<file path="src/rtl/assert_macros.svh">
// assertion macros used by the top level
`ifndef ASSERT_MACROS_SVH
`define ASSERT_MACROS_SVH

// condition on the same edge
`define TNEGO_ASSERT_SAME(label, clk, rst_n, ante, cons, msg) \
  label: assert property (@(posedge clk) disable iff (!rst_n) (ante) |-> (cons)) \
    else $error(msg);

// condition on the following edge
`define TNEGO_ASSERT_NEXT(label, clk, rst_n, ante, cons, msg) \
  label: assert property (@(posedge clk) disable iff (!rst_n) (ante) |=> (cons)) \
    else $error(msg);

`endif

</file>
<file path="src/rtl/tnego_pkg.sv">
// types, byte codes and reply tables of the telnet option negotiator
`default_nettype none

package tnego_pkg;

  localparam logic [7:0] B_IAC  = 8'd255;
  localparam logic [7:0] B_DONT = 8'd254;
  localparam logic [7:0] B_DO   = 8'd253;
  localparam logic [7:0] B_WONT = 8'd252;
  localparam logic [7:0] B_WILL = 8'd251;
  localparam logic [7:0] B_SB   = 8'd250;
  localparam logic [7:0] B_SE   = 8'd240;
  localparam logic [7:0] B_CR   = 8'd13;

  localparam logic [7:0] OPT_BIN    = 8'd0;
  localparam logic [7:0] OPT_ECHO   = 8'd1;
  localparam logic [7:0] OPT_SGA    = 8'd3;
  localparam logic [7:0] OPT_TTYPE  = 8'd24;
  localparam logic [7:0] OPT_NAWS   = 8'd31;
  localparam logic [7:0] OPT_ENV    = 8'd36;
  localparam logic [7:0] OPT_NEWENV = 8'd39;
  localparam logic [7:0] SUB_SEND   = 8'd1;

  localparam logic [7:0] NAWS_COLS = 8'd80;
  localparam logic [7:0] NAWS_ROWS = 8'd25;

  typedef enum logic [2:0] {
    PS_DATA,
    PS_IAC,
    PS_CMD,
    PS_SBOPT,
    PS_SBDATA,
    PS_SBIAC
  } ps_e;

  // reply segments: a burst is one segment or [caps,] command[, tail]
  typedef enum logic [2:0] {
    SEG_NONE,
    SEG_DATA,
    SEG_CAPS,
    SEG_CMD,
    SEG_NAWS,
    SEG_ENV,
    SEG_TTYPE
  } seg_e;

  typedef struct packed {
    seg_e       first;
    seg_e       tail;
    logic [7:0] verb;
    logic [7:0] opt;
  } desc_t;

  function automatic logic [5:0] seg_len(input seg_e seg);
    logic [5:0] n;
    case (seg)
      SEG_DATA:  n = 6'd1;
      SEG_CAPS:  n = 6'd12;
      SEG_CMD:   n = 6'd3;
      SEG_NAWS:  n = 6'd9;
      SEG_ENV:   n = 6'd37;
      SEG_TTYPE: n = 6'd11;
      default:   n = 6'd1;
    endcase
    return n;
  endfunction

  function automatic logic [7:0] caps_byte(input logic [5:0] idx);
    logic [7:0] b;
    case (idx)
      6'd0, 6'd3, 6'd6, 6'd9:  b = B_IAC;
      6'd1, 6'd4, 6'd7, 6'd10: b = B_WILL;
      6'd2:    b = OPT_TTYPE;
      6'd5:    b = OPT_NAWS;
      6'd8:    b = OPT_ENV;
      6'd11:   b = OPT_NEWENV;
      default: b = 8'd0;
    endcase
    return b;
  endfunction

  function automatic logic [7:0] naws_byte(input logic [5:0] idx);
    logic [7:0] b;
    case (idx)
      6'd0:    b = B_IAC;
      6'd1:    b = B_SB;
      6'd2:    b = OPT_NAWS;
      6'd4:    b = NAWS_COLS;
      6'd6:    b = NAWS_ROWS;
      6'd7:    b = B_IAC;
      6'd8:    b = B_SE;
      default: b = 8'd0;
    endcase
    return b;
  endfunction

  function automatic logic [7:0] ttype_byte(input logic [5:0] idx);
    logic [7:0] b;
    case (idx)
      6'd0:    b = B_IAC;
      6'd1:    b = B_SB;
      6'd2:    b = OPT_TTYPE;
      6'd4:    b = "v";
      6'd5:    b = "t";
      6'd6:    b = "1";
      6'd7:    b = "0";
      6'd8:    b = "0";
      6'd9:    b = B_IAC;
      6'd10:   b = B_SE;
      default: b = 8'd0;
    endcase
    return b;
  endfunction

  // environment text, option byte spliced in at index 2
  function automatic logic [7:0] env_byte(input logic [5:0] idx, input logic [7:0] opt);
    logic [7:0] b;
    case (idx)
      6'd0:    b = B_IAC;
      6'd1:    b = B_SB;
      6'd2:    b = opt;
      6'd5:    b = "T";
      6'd6:    b = "E";
      6'd7:    b = "R";
      6'd8:    b = "M";
      6'd9:    b = 8'd1;
      6'd10:   b = "v";
      6'd11:   b = "t";
      6'd12:   b = "1";
      6'd13:   b = "0";
      6'd14:   b = "0";
      6'd16:   b = "C";
      6'd17:   b = "O";
      6'd18:   b = "L";
      6'd19:   b = "U";
      6'd20:   b = "M";
      6'd21:   b = "N";
      6'd22:   b = "S";
      6'd23:   b = 8'd1;
      6'd24:   b = "8";
      6'd25:   b = "0";
      6'd27:   b = "L";
      6'd28:   b = "I";
      6'd29:   b = "N";
      6'd30:   b = "E";
      6'd31:   b = "S";
      6'd32:   b = 8'd1;
      6'd33:   b = "2";
      6'd34:   b = "5";
      6'd35:   b = B_IAC;
      6'd36:   b = B_SE;
      default: b = 8'd0;
    endcase
    return b;
  endfunction

  function automatic logic [7:0] seg_byte(input seg_e seg, input logic [5:0] idx,
                                          input logic [7:0] verb, input logic [7:0] opt);
    logic [7:0] b;
    case (seg)
      SEG_DATA:  b = opt;
      SEG_CAPS:  b = caps_byte(idx);
      SEG_CMD: begin
        case (idx)
          6'd0:    b = B_IAC;
          6'd1:    b = verb;
          default: b = opt;
        endcase
      end
      SEG_NAWS:  b = naws_byte(idx);
      SEG_ENV:   b = env_byte(idx, opt);
      SEG_TTYPE: b = ttype_byte(idx);
      default:   b = 8'd0;
    endcase
    return b;
  endfunction

endpackage

`default_nettype wire

</file>
<file path="src/rtl/tnego_parser.sv">
// telnet byte parser: state registers and reply descriptor per byte
`default_nettype none

module tnego_parser (
  input  wire logic             clk_i,
  input  wire logic             rst_ni,
  input  wire logic             accept_i,
  input  wire logic [7:0]       rx_byte_i,
  output tnego_pkg::desc_t      desc_o,
  output tnego_pkg::ps_e        state_o
);

  tnego_pkg::ps_e state_q, state_d;
  logic [7:0] held_verb_q, held_verb_d;
  logic [7:0] sub_option_q, sub_option_d;
  logic [7:0] sub_first_q, sub_first_d;
  logic       sub_has_q, sub_has_d;
  logic       caps_q, caps_d;

  logic remote_ok, local_ok;

  assign remote_ok = (rx_byte_i == tnego_pkg::OPT_ECHO) || (rx_byte_i == tnego_pkg::OPT_SGA) ||
                     (rx_byte_i == tnego_pkg::OPT_BIN);
  assign local_ok  = (rx_byte_i == tnego_pkg::OPT_SGA) || (rx_byte_i == tnego_pkg::OPT_TTYPE) ||
                     (rx_byte_i == tnego_pkg::OPT_NAWS) || (rx_byte_i == tnego_pkg::OPT_ENV) ||
                     (rx_byte_i == tnego_pkg::OPT_NEWENV) || (rx_byte_i == tnego_pkg::OPT_BIN);

  always_comb begin
    state_d      = state_q;
    held_verb_d  = held_verb_q;
    sub_option_d = sub_option_q;
    sub_first_d  = sub_first_q;
    sub_has_d    = sub_has_q;
    caps_d       = caps_q;
    desc_o.first = tnego_pkg::SEG_NONE;
    desc_o.tail  = tnego_pkg::SEG_NONE;
    desc_o.verb  = held_verb_q;
    desc_o.opt   = rx_byte_i;
    // carriage return is dropped before parsing
    if (rx_byte_i != tnego_pkg::B_CR) begin
      case (state_q)
        tnego_pkg::PS_DATA: begin
          if (rx_byte_i == tnego_pkg::B_IAC) begin
            state_d = tnego_pkg::PS_IAC;
          end else begin
            desc_o.first = tnego_pkg::SEG_DATA;
          end
        end
        tnego_pkg::PS_IAC: begin
          if (rx_byte_i == tnego_pkg::B_IAC) begin
            state_d      = tnego_pkg::PS_DATA;
            desc_o.first = tnego_pkg::SEG_DATA;
          end else if (rx_byte_i == tnego_pkg::B_SB) begin
            state_d = tnego_pkg::PS_SBOPT;
          end else if (rx_byte_i == tnego_pkg::B_SE) begin
            state_d = tnego_pkg::PS_DATA;
          end else begin
            held_verb_d = rx_byte_i;
            state_d     = tnego_pkg::PS_CMD;
          end
        end
        tnego_pkg::PS_CMD: begin
          state_d = tnego_pkg::PS_DATA;
          if ((held_verb_q == tnego_pkg::B_WILL) || (held_verb_q == tnego_pkg::B_DO)) begin
            caps_d       = 1'b1;
            desc_o.first = caps_q ? tnego_pkg::SEG_CMD : tnego_pkg::SEG_CAPS;
            if (held_verb_q == tnego_pkg::B_WILL) begin
              desc_o.verb = remote_ok ? tnego_pkg::B_DO : tnego_pkg::B_DONT;
            end else if (local_ok) begin
              desc_o.verb = tnego_pkg::B_WILL;
              if (rx_byte_i == tnego_pkg::OPT_NAWS) begin
                desc_o.tail = tnego_pkg::SEG_NAWS;
              end else if ((rx_byte_i == tnego_pkg::OPT_ENV) ||
                           (rx_byte_i == tnego_pkg::OPT_NEWENV)) begin
                desc_o.tail = tnego_pkg::SEG_ENV;
              end
            end else begin
              desc_o.verb = tnego_pkg::B_WONT;
            end
          end
        end
        tnego_pkg::PS_SBOPT: begin
          sub_option_d = rx_byte_i;
          sub_has_d    = 1'b0;
          sub_first_d  = 8'd0;
          state_d      = tnego_pkg::PS_SBDATA;
        end
        tnego_pkg::PS_SBDATA: begin
          if (rx_byte_i == tnego_pkg::B_IAC) begin
            state_d = tnego_pkg::PS_SBIAC;
          end else if (!sub_has_q) begin
            sub_first_d = rx_byte_i;
            sub_has_d   = 1'b1;
          end
        end
        tnego_pkg::PS_SBIAC: begin
          if (rx_byte_i == tnego_pkg::B_SE) begin
            state_d = tnego_pkg::PS_DATA;
            if (sub_has_q && (sub_first_q == tnego_pkg::SUB_SEND)) begin
              if (sub_option_q == tnego_pkg::OPT_TTYPE) begin
                desc_o.first = tnego_pkg::SEG_TTYPE;
              end else if ((sub_option_q == tnego_pkg::OPT_ENV) ||
                           (sub_option_q == tnego_pkg::OPT_NEWENV)) begin
                desc_o.first = tnego_pkg::SEG_ENV;
                desc_o.opt   = sub_option_q;
              end
            end
          end else begin
            state_d = tnego_pkg::PS_SBDATA;
            if ((rx_byte_i == tnego_pkg::B_IAC) && !sub_has_q) begin
              sub_first_d = rx_byte_i;
              sub_has_d   = 1'b1;
            end
          end
        end
        default: begin
          state_d = tnego_pkg::PS_DATA;
        end
      endcase
    end
  end

  always_ff @(posedge clk_i or negedge rst_ni) begin
    if (!rst_ni) begin
      state_q      <= tnego_pkg::PS_DATA;
      held_verb_q  <= 8'd0;
      sub_option_q <= 8'd0;
      sub_first_q  <= 8'd0;
      sub_has_q    <= 1'b0;
      caps_q       <= 1'b0;
    end else if (accept_i) begin
      state_q      <= state_d;
      held_verb_q  <= held_verb_d;
      sub_option_q <= sub_option_d;
      sub_first_q  <= sub_first_d;
      sub_has_q    <= sub_has_d;
      caps_q       <= caps_d;
    end
  end

  assign state_o = state_q;

endmodule

`default_nettype wire

</file>
<file path="src/rtl/tnego_emitter.sv">
// reply sequencer: walks burst segments and drives the result register
`default_nettype none

module tnego_emitter (
  input  wire logic             clk_i,
  input  wire logic             rst_ni,
  input  wire logic             load_i,
  input  tnego_pkg::desc_t      desc_i,
  output logic                  free_o,
  output logic                  out_valid_o,
  input  wire logic             out_ready_i,
  output logic                  channel_o,
  output logic [7:0]            out_byte_o,
  output logic                  last_o
);

  logic           busy_q, busy_d;
  tnego_pkg::seg_e seg_q, seg_d;
  tnego_pkg::seg_e tail_q, tail_d;
  logic [7:0]     verb_q, verb_d;
  logic [7:0]     opt_q, opt_d;
  logic [5:0]     idx_q, idx_d;

  logic       valid_q;
  logic       chan_q;
  logic [7:0] byte_q;
  logic       last_q;

  logic adv, seg_last, burst_end;

  // step when the result register is empty or being drained
  assign adv       = busy_q && (!valid_q || out_ready_i);
  assign seg_last  = (idx_q == (tnego_pkg::seg_len(seg_q) - 6'd1));
  assign burst_end = seg_last && (seg_q != tnego_pkg::SEG_CAPS) &&
                     !((seg_q == tnego_pkg::SEG_CMD) && (tail_q != tnego_pkg::SEG_NONE));
  assign free_o    = !busy_q || (adv && burst_end);

  always_comb begin
    busy_d = busy_q;
    seg_d  = seg_q;
    tail_d = tail_q;
    verb_d = verb_q;
    opt_d  = opt_q;
    idx_d  = idx_q;
    if (load_i && (desc_i.first != tnego_pkg::SEG_NONE)) begin
      busy_d = 1'b1;
      seg_d  = desc_i.first;
      tail_d = desc_i.tail;
      verb_d = desc_i.verb;
      opt_d  = desc_i.opt;
      idx_d  = 6'd0;
    end else if (adv) begin
      if (!seg_last) begin
        idx_d = idx_q + 6'd1;
      end else if (burst_end) begin
        busy_d = 1'b0;
      end else begin
        // caps offer is always followed by the command answer
        seg_d = (seg_q == tnego_pkg::SEG_CAPS) ? tnego_pkg::SEG_CMD : tail_q;
        idx_d = 6'd0;
      end
    end
  end

  always_ff @(posedge clk_i or negedge rst_ni) begin
    if (!rst_ni) begin
      busy_q  <= 1'b0;
      seg_q   <= tnego_pkg::SEG_NONE;
      tail_q  <= tnego_pkg::SEG_NONE;
      idx_q   <= 6'd0;
      valid_q <= 1'b0;
    end else begin
      busy_q <= busy_d;
      seg_q  <= seg_d;
      tail_q <= tail_d;
      idx_q  <= idx_d;
      if (adv) begin
        valid_q <= 1'b1;
      end else if (out_ready_i) begin
        valid_q <= 1'b0;
      end
    end
  end

  always_ff @(posedge clk_i) begin
    verb_q <= verb_d;
    opt_q  <= opt_d;
    if (adv) begin
      chan_q <= (seg_q != tnego_pkg::SEG_DATA);
      byte_q <= tnego_pkg::seg_byte(seg_q, idx_q, verb_q, opt_q);
      last_q <= burst_end;
    end
  end

  assign out_valid_o = valid_q;
  assign channel_o   = chan_q;
  assign out_byte_o  = byte_q;
  assign last_o      = last_q;

endmodule

`default_nettype wire

</file>
<file path="src/rtl/telnet_option_negotiator.sv">
// top level of the telnet option negotiator
//
//   channel  | direction | signals                               | carries
//   ---------+-----------+---------------------------------------+----------------------------
//   input    | in        | in_valid_i, in_ready_o, rx_byte_i     | one received byte per item
//   output   | out       | out_valid_o, out_ready_i, channel_o,  | one emitted byte per item,
//            |           | out_byte_o, last_o                    | last marks end of burst
//
// a data byte passes through the sequencer registers and then the result register; data
// streams at one item per cycle while the output side keeps up
// a reply leaves one byte per cycle while the output side keeps up, and input stalls while
// the burst (3 to 52 bytes) plays out; a carriage return or a step with no reply never stalls
// reset puts the parser in the data state with no offers sent and empties the
// result register; no clearing pass
`default_nettype none
`include "assert_macros.svh"

module telnet_option_negotiator (
  input  wire logic       clk_i,
  input  wire logic       rst_ni,
  input  wire logic       in_valid_i,
  output logic            in_ready_o,
  input  wire logic [7:0] rx_byte_i,
  output logic            out_valid_o,
  input  wire logic       out_ready_i,
  output logic            channel_o,
  output logic [7:0]      out_byte_o,
  output logic            last_o
);

  tnego_pkg::desc_t desc;
  tnego_pkg::ps_e   parse_state;
  logic             accept;
  logic             free;

  // input is taken whenever the sequencer is idle or finishing its burst
  assign in_ready_o = free;
  assign accept     = in_valid_i && free;

  // parser: decodes one byte against the held state, yields a reply descriptor
  tnego_parser u_parser (
    .clk_i     (clk_i),
    .rst_ni    (rst_ni),
    .accept_i  (accept),
    .rx_byte_i (rx_byte_i),
    .desc_o    (desc),
    .state_o   (parse_state)
  );

  // emitter: plays the descriptor out one byte per cycle into the result register while it is drained
  tnego_emitter u_emitter (
    .clk_i       (clk_i),
    .rst_ni      (rst_ni),
    .load_i      (accept),
    .desc_i      (desc),
    .free_o      (free),
    .out_valid_o (out_valid_o),
    .out_ready_i (out_ready_i),
    .channel_o   (channel_o),
    .out_byte_o  (out_byte_o),
    .last_o      (last_o)
  );

  // terminal bytes are always single-item results
  `TNEGO_ASSERT_SAME(a_data_last, clk_i, rst_ni, out_valid_o && !channel_o, last_o, "data byte without last")

  // carriage return never reaches the terminal
  `TNEGO_ASSERT_SAME(a_no_cr, clk_i, rst_ni, out_valid_o && !channel_o, out_byte_o != tnego_pkg::B_CR, "carriage return passed")

  // carriage return leaves the parser untouched
  `TNEGO_ASSERT_NEXT(a_cr_hold, clk_i, rst_ni, accept && (rx_byte_i == tnego_pkg::B_CR), $stable(parse_state), "parser moved on carriage return")

endmodule

`default_nettype wire
</file>
<file path="config.mk">
export PLATFORM = sky130hd
export DESIGN_NAME = telnet_option_negotiator
export DESIGN_NICKNAME = d
export VERILOG_FILES = /design/src/rtl/tnego_pkg.sv /design/src/rtl/tnego_parser.sv /design/src/rtl/tnego_emitter.sv /design/src/rtl/telnet_option_negotiator.sv
export VERILOG_INCLUDE_DIRS = /design/src /design/src/rtl
export SDC_FILE = /design/constraint.sdc
export NUM_CORES = 1
export LEC_CHECK = 0
export BUFFER_PORTS_ARGS = -buffer_cell sky130_fd_sc_hd__buf_2
export CAP_MARGIN = 20
export CORE_MARGIN = 4
export CORE_UTILIZATION = 40
export CTS_BUF_LIST = sky130_fd_sc_hd__clkbuf_4 sky130_fd_sc_hd__clkbuf_8
export DETAILED_ROUTE_END_ITERATION = 8
export PLACE_DENSITY_LB_ADDON = 0.1
export SETUP_SLACK_MARGIN = 0.3
export SYNTH_ARGS = -nofsm -noshare
export SYNTH_HDL_FRONTEND = slang
export SYNTH_SLANG_ARGS = --single-unit
export TNS_END_PERCENT = 5
</file>
<file path="constraint.sdc">
create_clock -name clk_i -period 3.18 [get_ports clk_i]
set_clock_uncertainty 0.2 [all_clocks]
set_input_delay 0.318 -clock clk_i [delete_from_list [all_inputs] [get_ports clk_i]]
set_output_delay 0.318 -clock clk_i [all_outputs]
set_load 0.01 [all_outputs]
</file>
==> impl_table.tex <==
\begin{tabular}{lr}
\hline
Metric & Value \\
\hline
\multicolumn{2}{l}{\textbf{Setup path}} \\
\quad Slowest cell on crit path & or3b\_4 \\
\quad Crit path cell chain & or3b\_4, clkinv\_4, ha\_4, xor2\_4, nand4bb\_1, a311oi\_4, buf\_4, nand3\_2, nand2\_2, buf\_6 \\
\quad Buf+Inv Stages, Crit Path & 3 \\
\quad Type of destination of the critical path & primary output \\
\quad Start-to-end type of the worst setup path & flop to primary output \\
\quad Number of cells on the critical path & 10 \\
\quad Req. time, crit path & 2.66 ns \\
\quad Worst EP arrival & 2.64 ns \\
\quad Kind of launch point of the worst setup path & flop \\
\quad Maximum single-stage delay on the critical path & 0.44 ns \\
\quad Maximum fanout along the worst path & 5 \\
\quad Depth of the most critical reg-to-reg path & 10 \\
\quad Cell family with most CP delay & simple AND/OR/NAND/NOR gates \\
\multicolumn{2}{l}{\textbf{Routing}} \\
\quad Final wirelength & 13,500 um \\
\quad Via count & 4,158 \\
\quad Iteration-0 DRC count of the detailed router & 398 \\
\quad Mean routed wirelength per cell & 19.5 um \\
\quad Number of vias per cell after detailed routing & 5.98 \\
\quad Number of nets with antenna violations after routing & 0 \\
\quad Remaining design rule violation count & 0 \\
\quad Detailed Routing Iterations Pass 1 & 7 \\
\multicolumn{2}{l}{\textbf{Logic synthesis}} \\
\quad Synth Instances & 507 \\
\quad Most area-consuming cells after synthesis & dfrtp\_1 (22\%), edfxtp\_1 (17\%), nor2\_1 (3.1\%), a21oi\_1 (3.0\%), o21ai\_0 (2.9\%) \\
\quad Fraction of the yosys area taken by sequential cells & 39.2\% \\
\quad Most common flop cell mapped by yosys & dfrtp\_1 \\
\quad Synthesized area per cell & 9.21 um\^{}2 \\
\quad Post-synthesis net count & 527 \\
\quad Async set-or-reset flop fraction in the synthesized netlist & 61.8\% \\
\quad Top cell type's share of synthesized area & 22.5\% \\
\quad Synth unique cells & 71 \\
\quad Number of flops mapped to enable cells by yosys & 26 \\
\quad Top cell type by total area after synthesis & dfrtp\_1 \\
\quad Total of warnings raised by yosys & 0 \\
\quad Total of flip-flops plus latches after synthesis & 68 \\
\quad Cell Area, Synth & 4670 um\^{}2 \\
\multicolumn{2}{l}{\textbf{STA}} \\
\quad Number of pins with negative max-slew slack in the final report & 0 \\
\quad Min cycle time layout & 3.16 ns \\
\quad Achievable frequency & 0.317 GHz \\
\quad Setup repair after global routing missed its margin & yes \\
\quad Setup-failing EPs final & 0 \\
\quad Worst-Margin Slew & 0.954 ns \\
\quad Final TNS setup & 0 ns \\
\quad Final Hold Violating Endpoints & 0 \\
\quad Relative slew margins & 36.4\% \\
\quad Portion of the clock cycle consumed by the worst path in the final layout & 99.2\% \\
\quad Worst hold-check slack & 0.0314 ns \\
\multicolumn{2}{l}{\textbf{Clock network}} \\
\quad Clock tree from TritonCTS & yes \\
\quad Clock transition at path regs & 0.08 ns \\
\quad H-tree levels & 3 \\
\quad Number of sinks handled by clock tree synthesis & 68 \\
\quad Root Buffer Master & clkbuf\_8 \\
\quad Number of CTS-inserted buffers & 9 \\
\quad Source-to-sink clock delay at the later pin of the worst-skew pair & 0.37 ns \\
\quad Buffer levels on the longest clock path & 2 \\
\multicolumn{2}{l}{\textbf{Floorplan}} \\
\quad Die Area & 13,500 um\^{}2 \\
\quad Chip Width & 116 um \\
\quad Height of the chip & 116 um \\
\quad Placeable Area & 11,400 um\^{}2 \\
\quad Initial Utilization & 40.9\% \\
\quad Top-level port count & 24 \\
\quad Row Count & 39 \\
\multicolumn{2}{l}{\textbf{Cells and area}} \\
\quad Layout-stage area growth over the synthesis result & 20.1\% \\
\quad Layout cells sized above 1 & 25.9\% \\
\quad Register cell area after layout & 1830 um\^{}2 \\
\quad Post-route cell area & 5610 um\^{}2 \\
\quad Area occupied by multi-input gates & 2790 um\^{}2 \\
\quad Number of nets in the finished design & 567 \\
\quad Post-Layout Cell Count & 695 \\
\quad Filler cells & 1,093 \\
\quad Number of antenna repair diodes & 0 \\
\multicolumn{2}{l}{\textbf{Pwr}} \\
\quad Worst supply voltage drop on vdd & 0.320 mV \\
\quad Power density of the placed cells & 316 nW/um\^{}2 \\
\quad Overall power & 0.00177 W \\
\quad Static Leak & 2.26 nW \\
\multicolumn{2}{l}{\textbf{Hold path}} \\
\quad Instance count along the most critical hold path & 3 \\
\quad Path category of the worst min-delay check & input port to flop \\
\multicolumn{2}{l}{\textbf{Outcome}} \\
\quad Outcome & finished clean \\
\multicolumn{2}{l}{\textbf{Placement}} \\
\quad Routability congestion estimate & 0.930 \\
\quad Port Buffers & 23 \\
\quad Post-placement cell area & 5170 um\^{}2 \\
\quad Post-detailed-placement half-perimeter wirelength & 9950 um \\
\quad Number of placed cells counting well taps & 672 \\
\multicolumn{2}{l}{\textbf{Global routing}} \\
\quad First-pass GRT wire length & 22,200 um \\
\quad Number of antenna violations at the first check in global routing & 0 \\
\quad Vias in the first global route & 4,076 \\
\quad Overflow left after global routing & 0 \\
\quad Overall Global Routing Usage & 21.3\% \\
\quad Maximum number of pins on one net before global-route repair & 43 \\
\multicolumn{2}{l}{\textbf{Run}} \\
\quad Max-cap check violation count & 0 \\
\hline
\end{tabular}
## cells in the final DEF (no fill, tap or decap), types with 8 or more instances in the layout
cell / netlist / layout
a21oi_1: 28 / 26
o21ai_0: 27 / 24
nand2b_1: 10 / 10
mux2_4: 7 / 16
dfrtp_1: 42 / 41
inv_1: 19 / 19
nor2_1: 39 / 39
buf_4: 0 / 40
clkbuf_8: 0 / 9
nor2b_1: 18 / 17
buf_2: 4 / 22
nor3_1: 19 / 18
nand2_1: 34 / 33
a221oi_1: 8 / 8
edfxtp_1: 26 / 26
o221ai_1: 8 / 8
mux2i_1: 13 / 12
## sequential cells by signal, summed over array words and instances, names as in the netlist, 2 cells and up
name                   count
u_emitter.verb_q           8
u_emitter.tail_q           2
u_emitter.opt_q            8
u_parser.state_o           3
u_parser.sub_first_q       8
u_parser.sub_option_q      8
u_emitter.seg_q            3
u_emitter.idx_q            6
u_emitter.out_byte_o       8
u_parser.held_verb_q       8
## power breakdown
part / switching, W / internal [W] / total (W)
Clock: 0.000365 / 0.000364 / 0.000729
Sequential: 0.0000119 / 0.000924 / 0.000936
Combinational: 0.0000643 / 0.0000433 / 0.000108
Total: 0.000441 / 0.00133 / 0.00177
## final timing paths
path | slack (ns) | startpoint | end
setup / recovery | 0.02 | u_emitter.seg_q[2]$_DFFE_PN0P_ | in_ready_o
hold / removal | 0.03 | in_valid_i | u_emitter.busy_q$_DFFE_PN0P_
setup reg to reg | 0.03 | u_emitter.seg_q[2]$_DFFE_PN0P_ | u_parser.held_verb_q[5]$_DFFE_PN0P_
hold reg to reg | 0.29 | u_parser.caps_q$_DFFE_PN0P_ | u_parser.caps_q$_DFFE_PN0P_
max in group asynchronous | 1.71 | rst_ni | u_emitter.idx_q[2]$_DFFE_PN0P_
min in group asynchronous | 0.43 | rst_ni | u_emitter.idx_q[5]$_DFFE_PN0P_
## cells by family (layout without fill, tap and decap cells)
group	Yosys count	after routing	synth area share [%]
muxes	30	30	7.45
buffers and inverters	64	109	5.41
adders and majority gates	8	8	2.14
AOI/OAI and AO/OA	145	145	22.4
xor gates and xnor gates	11	11	2.06
DFF	68	68	39.2
and+or+nand+nor	181	181	21.3
## per-stage QoR
stage                     setup slack [ns]  util (%)
after global placement              0.0632      45.3
after floorplan                     0.0213         -
after detailed placement           0.00253      45.3
final                               0.0246      49.2
after global routing                -0.114      49.2
after CTS                          -0.0149      48.5
## cells in the mapped netlist (6+ instances only)
| cell | number |
|---|---|
| dfrtp_1 | 42 |
| nor2_1 | 39 |
| clkbuf_1 | 35 |
| nand2_1 | 34 |
| a21oi_1 | 28 |
| o21ai_0 | 27 |
| edfxtp_1 | 26 |
| inv_1 | 19 |
| nor3_1 | 19 |
| nor2b_1 | 18 |
| mux2i_1 | 13 |
| mux2_2 | 10 |
| nand2b_1 | 10 |
| a221oi_1 | 8 |
| ha_1 | 8 |
| o221ai_1 | 8 |
| mux2_4 | 7 |
| nand3_1 | 7 |
| o2111ai_1 | 7 |
| nand4_1 | 6 |
| xnor2_1 | 6 |
## cell type report
cell class,count,share of cell area [%]
clock inverters,7,1.34
inverters,22,1.56
clock buffers,9,2.21
well taps,143,3.19
flip-flops and latches,68,32.7
multi-input cells,375,49.7
repair buffers,71,9.38
## metal layers
metal / vias to the layer above / share of wire (%) / global-route usage [%]
li1: 1985 / - / -
met4: 0 / 3.1 / 8.89
met1: 1996 / 45 / 28.7
met5: - / 0 / 0
met3: 37 / 5.5 / 5.01
met2: 140 / 46 / 33.0
## tightest hold or removal path, stage by stage
cell,delay (ns)
buf_2,0.10
inv_1,0.06
o21ai_0,0.08
## timing repair
| action | in CTS | in global routing |
|---|---|---|
| buffers inserted | 5 | 1 |
| endpoints found under the hold margin | 42 | 0 |
| hold buffers | 1 | 0 |
| pin swaps | 8 | 7 |
| gates resized for setup | 30 | 16 |
| endpoints found under the setup margin | 51 | 62 |
Note: power is estimated with default switching activity, not from simulation.
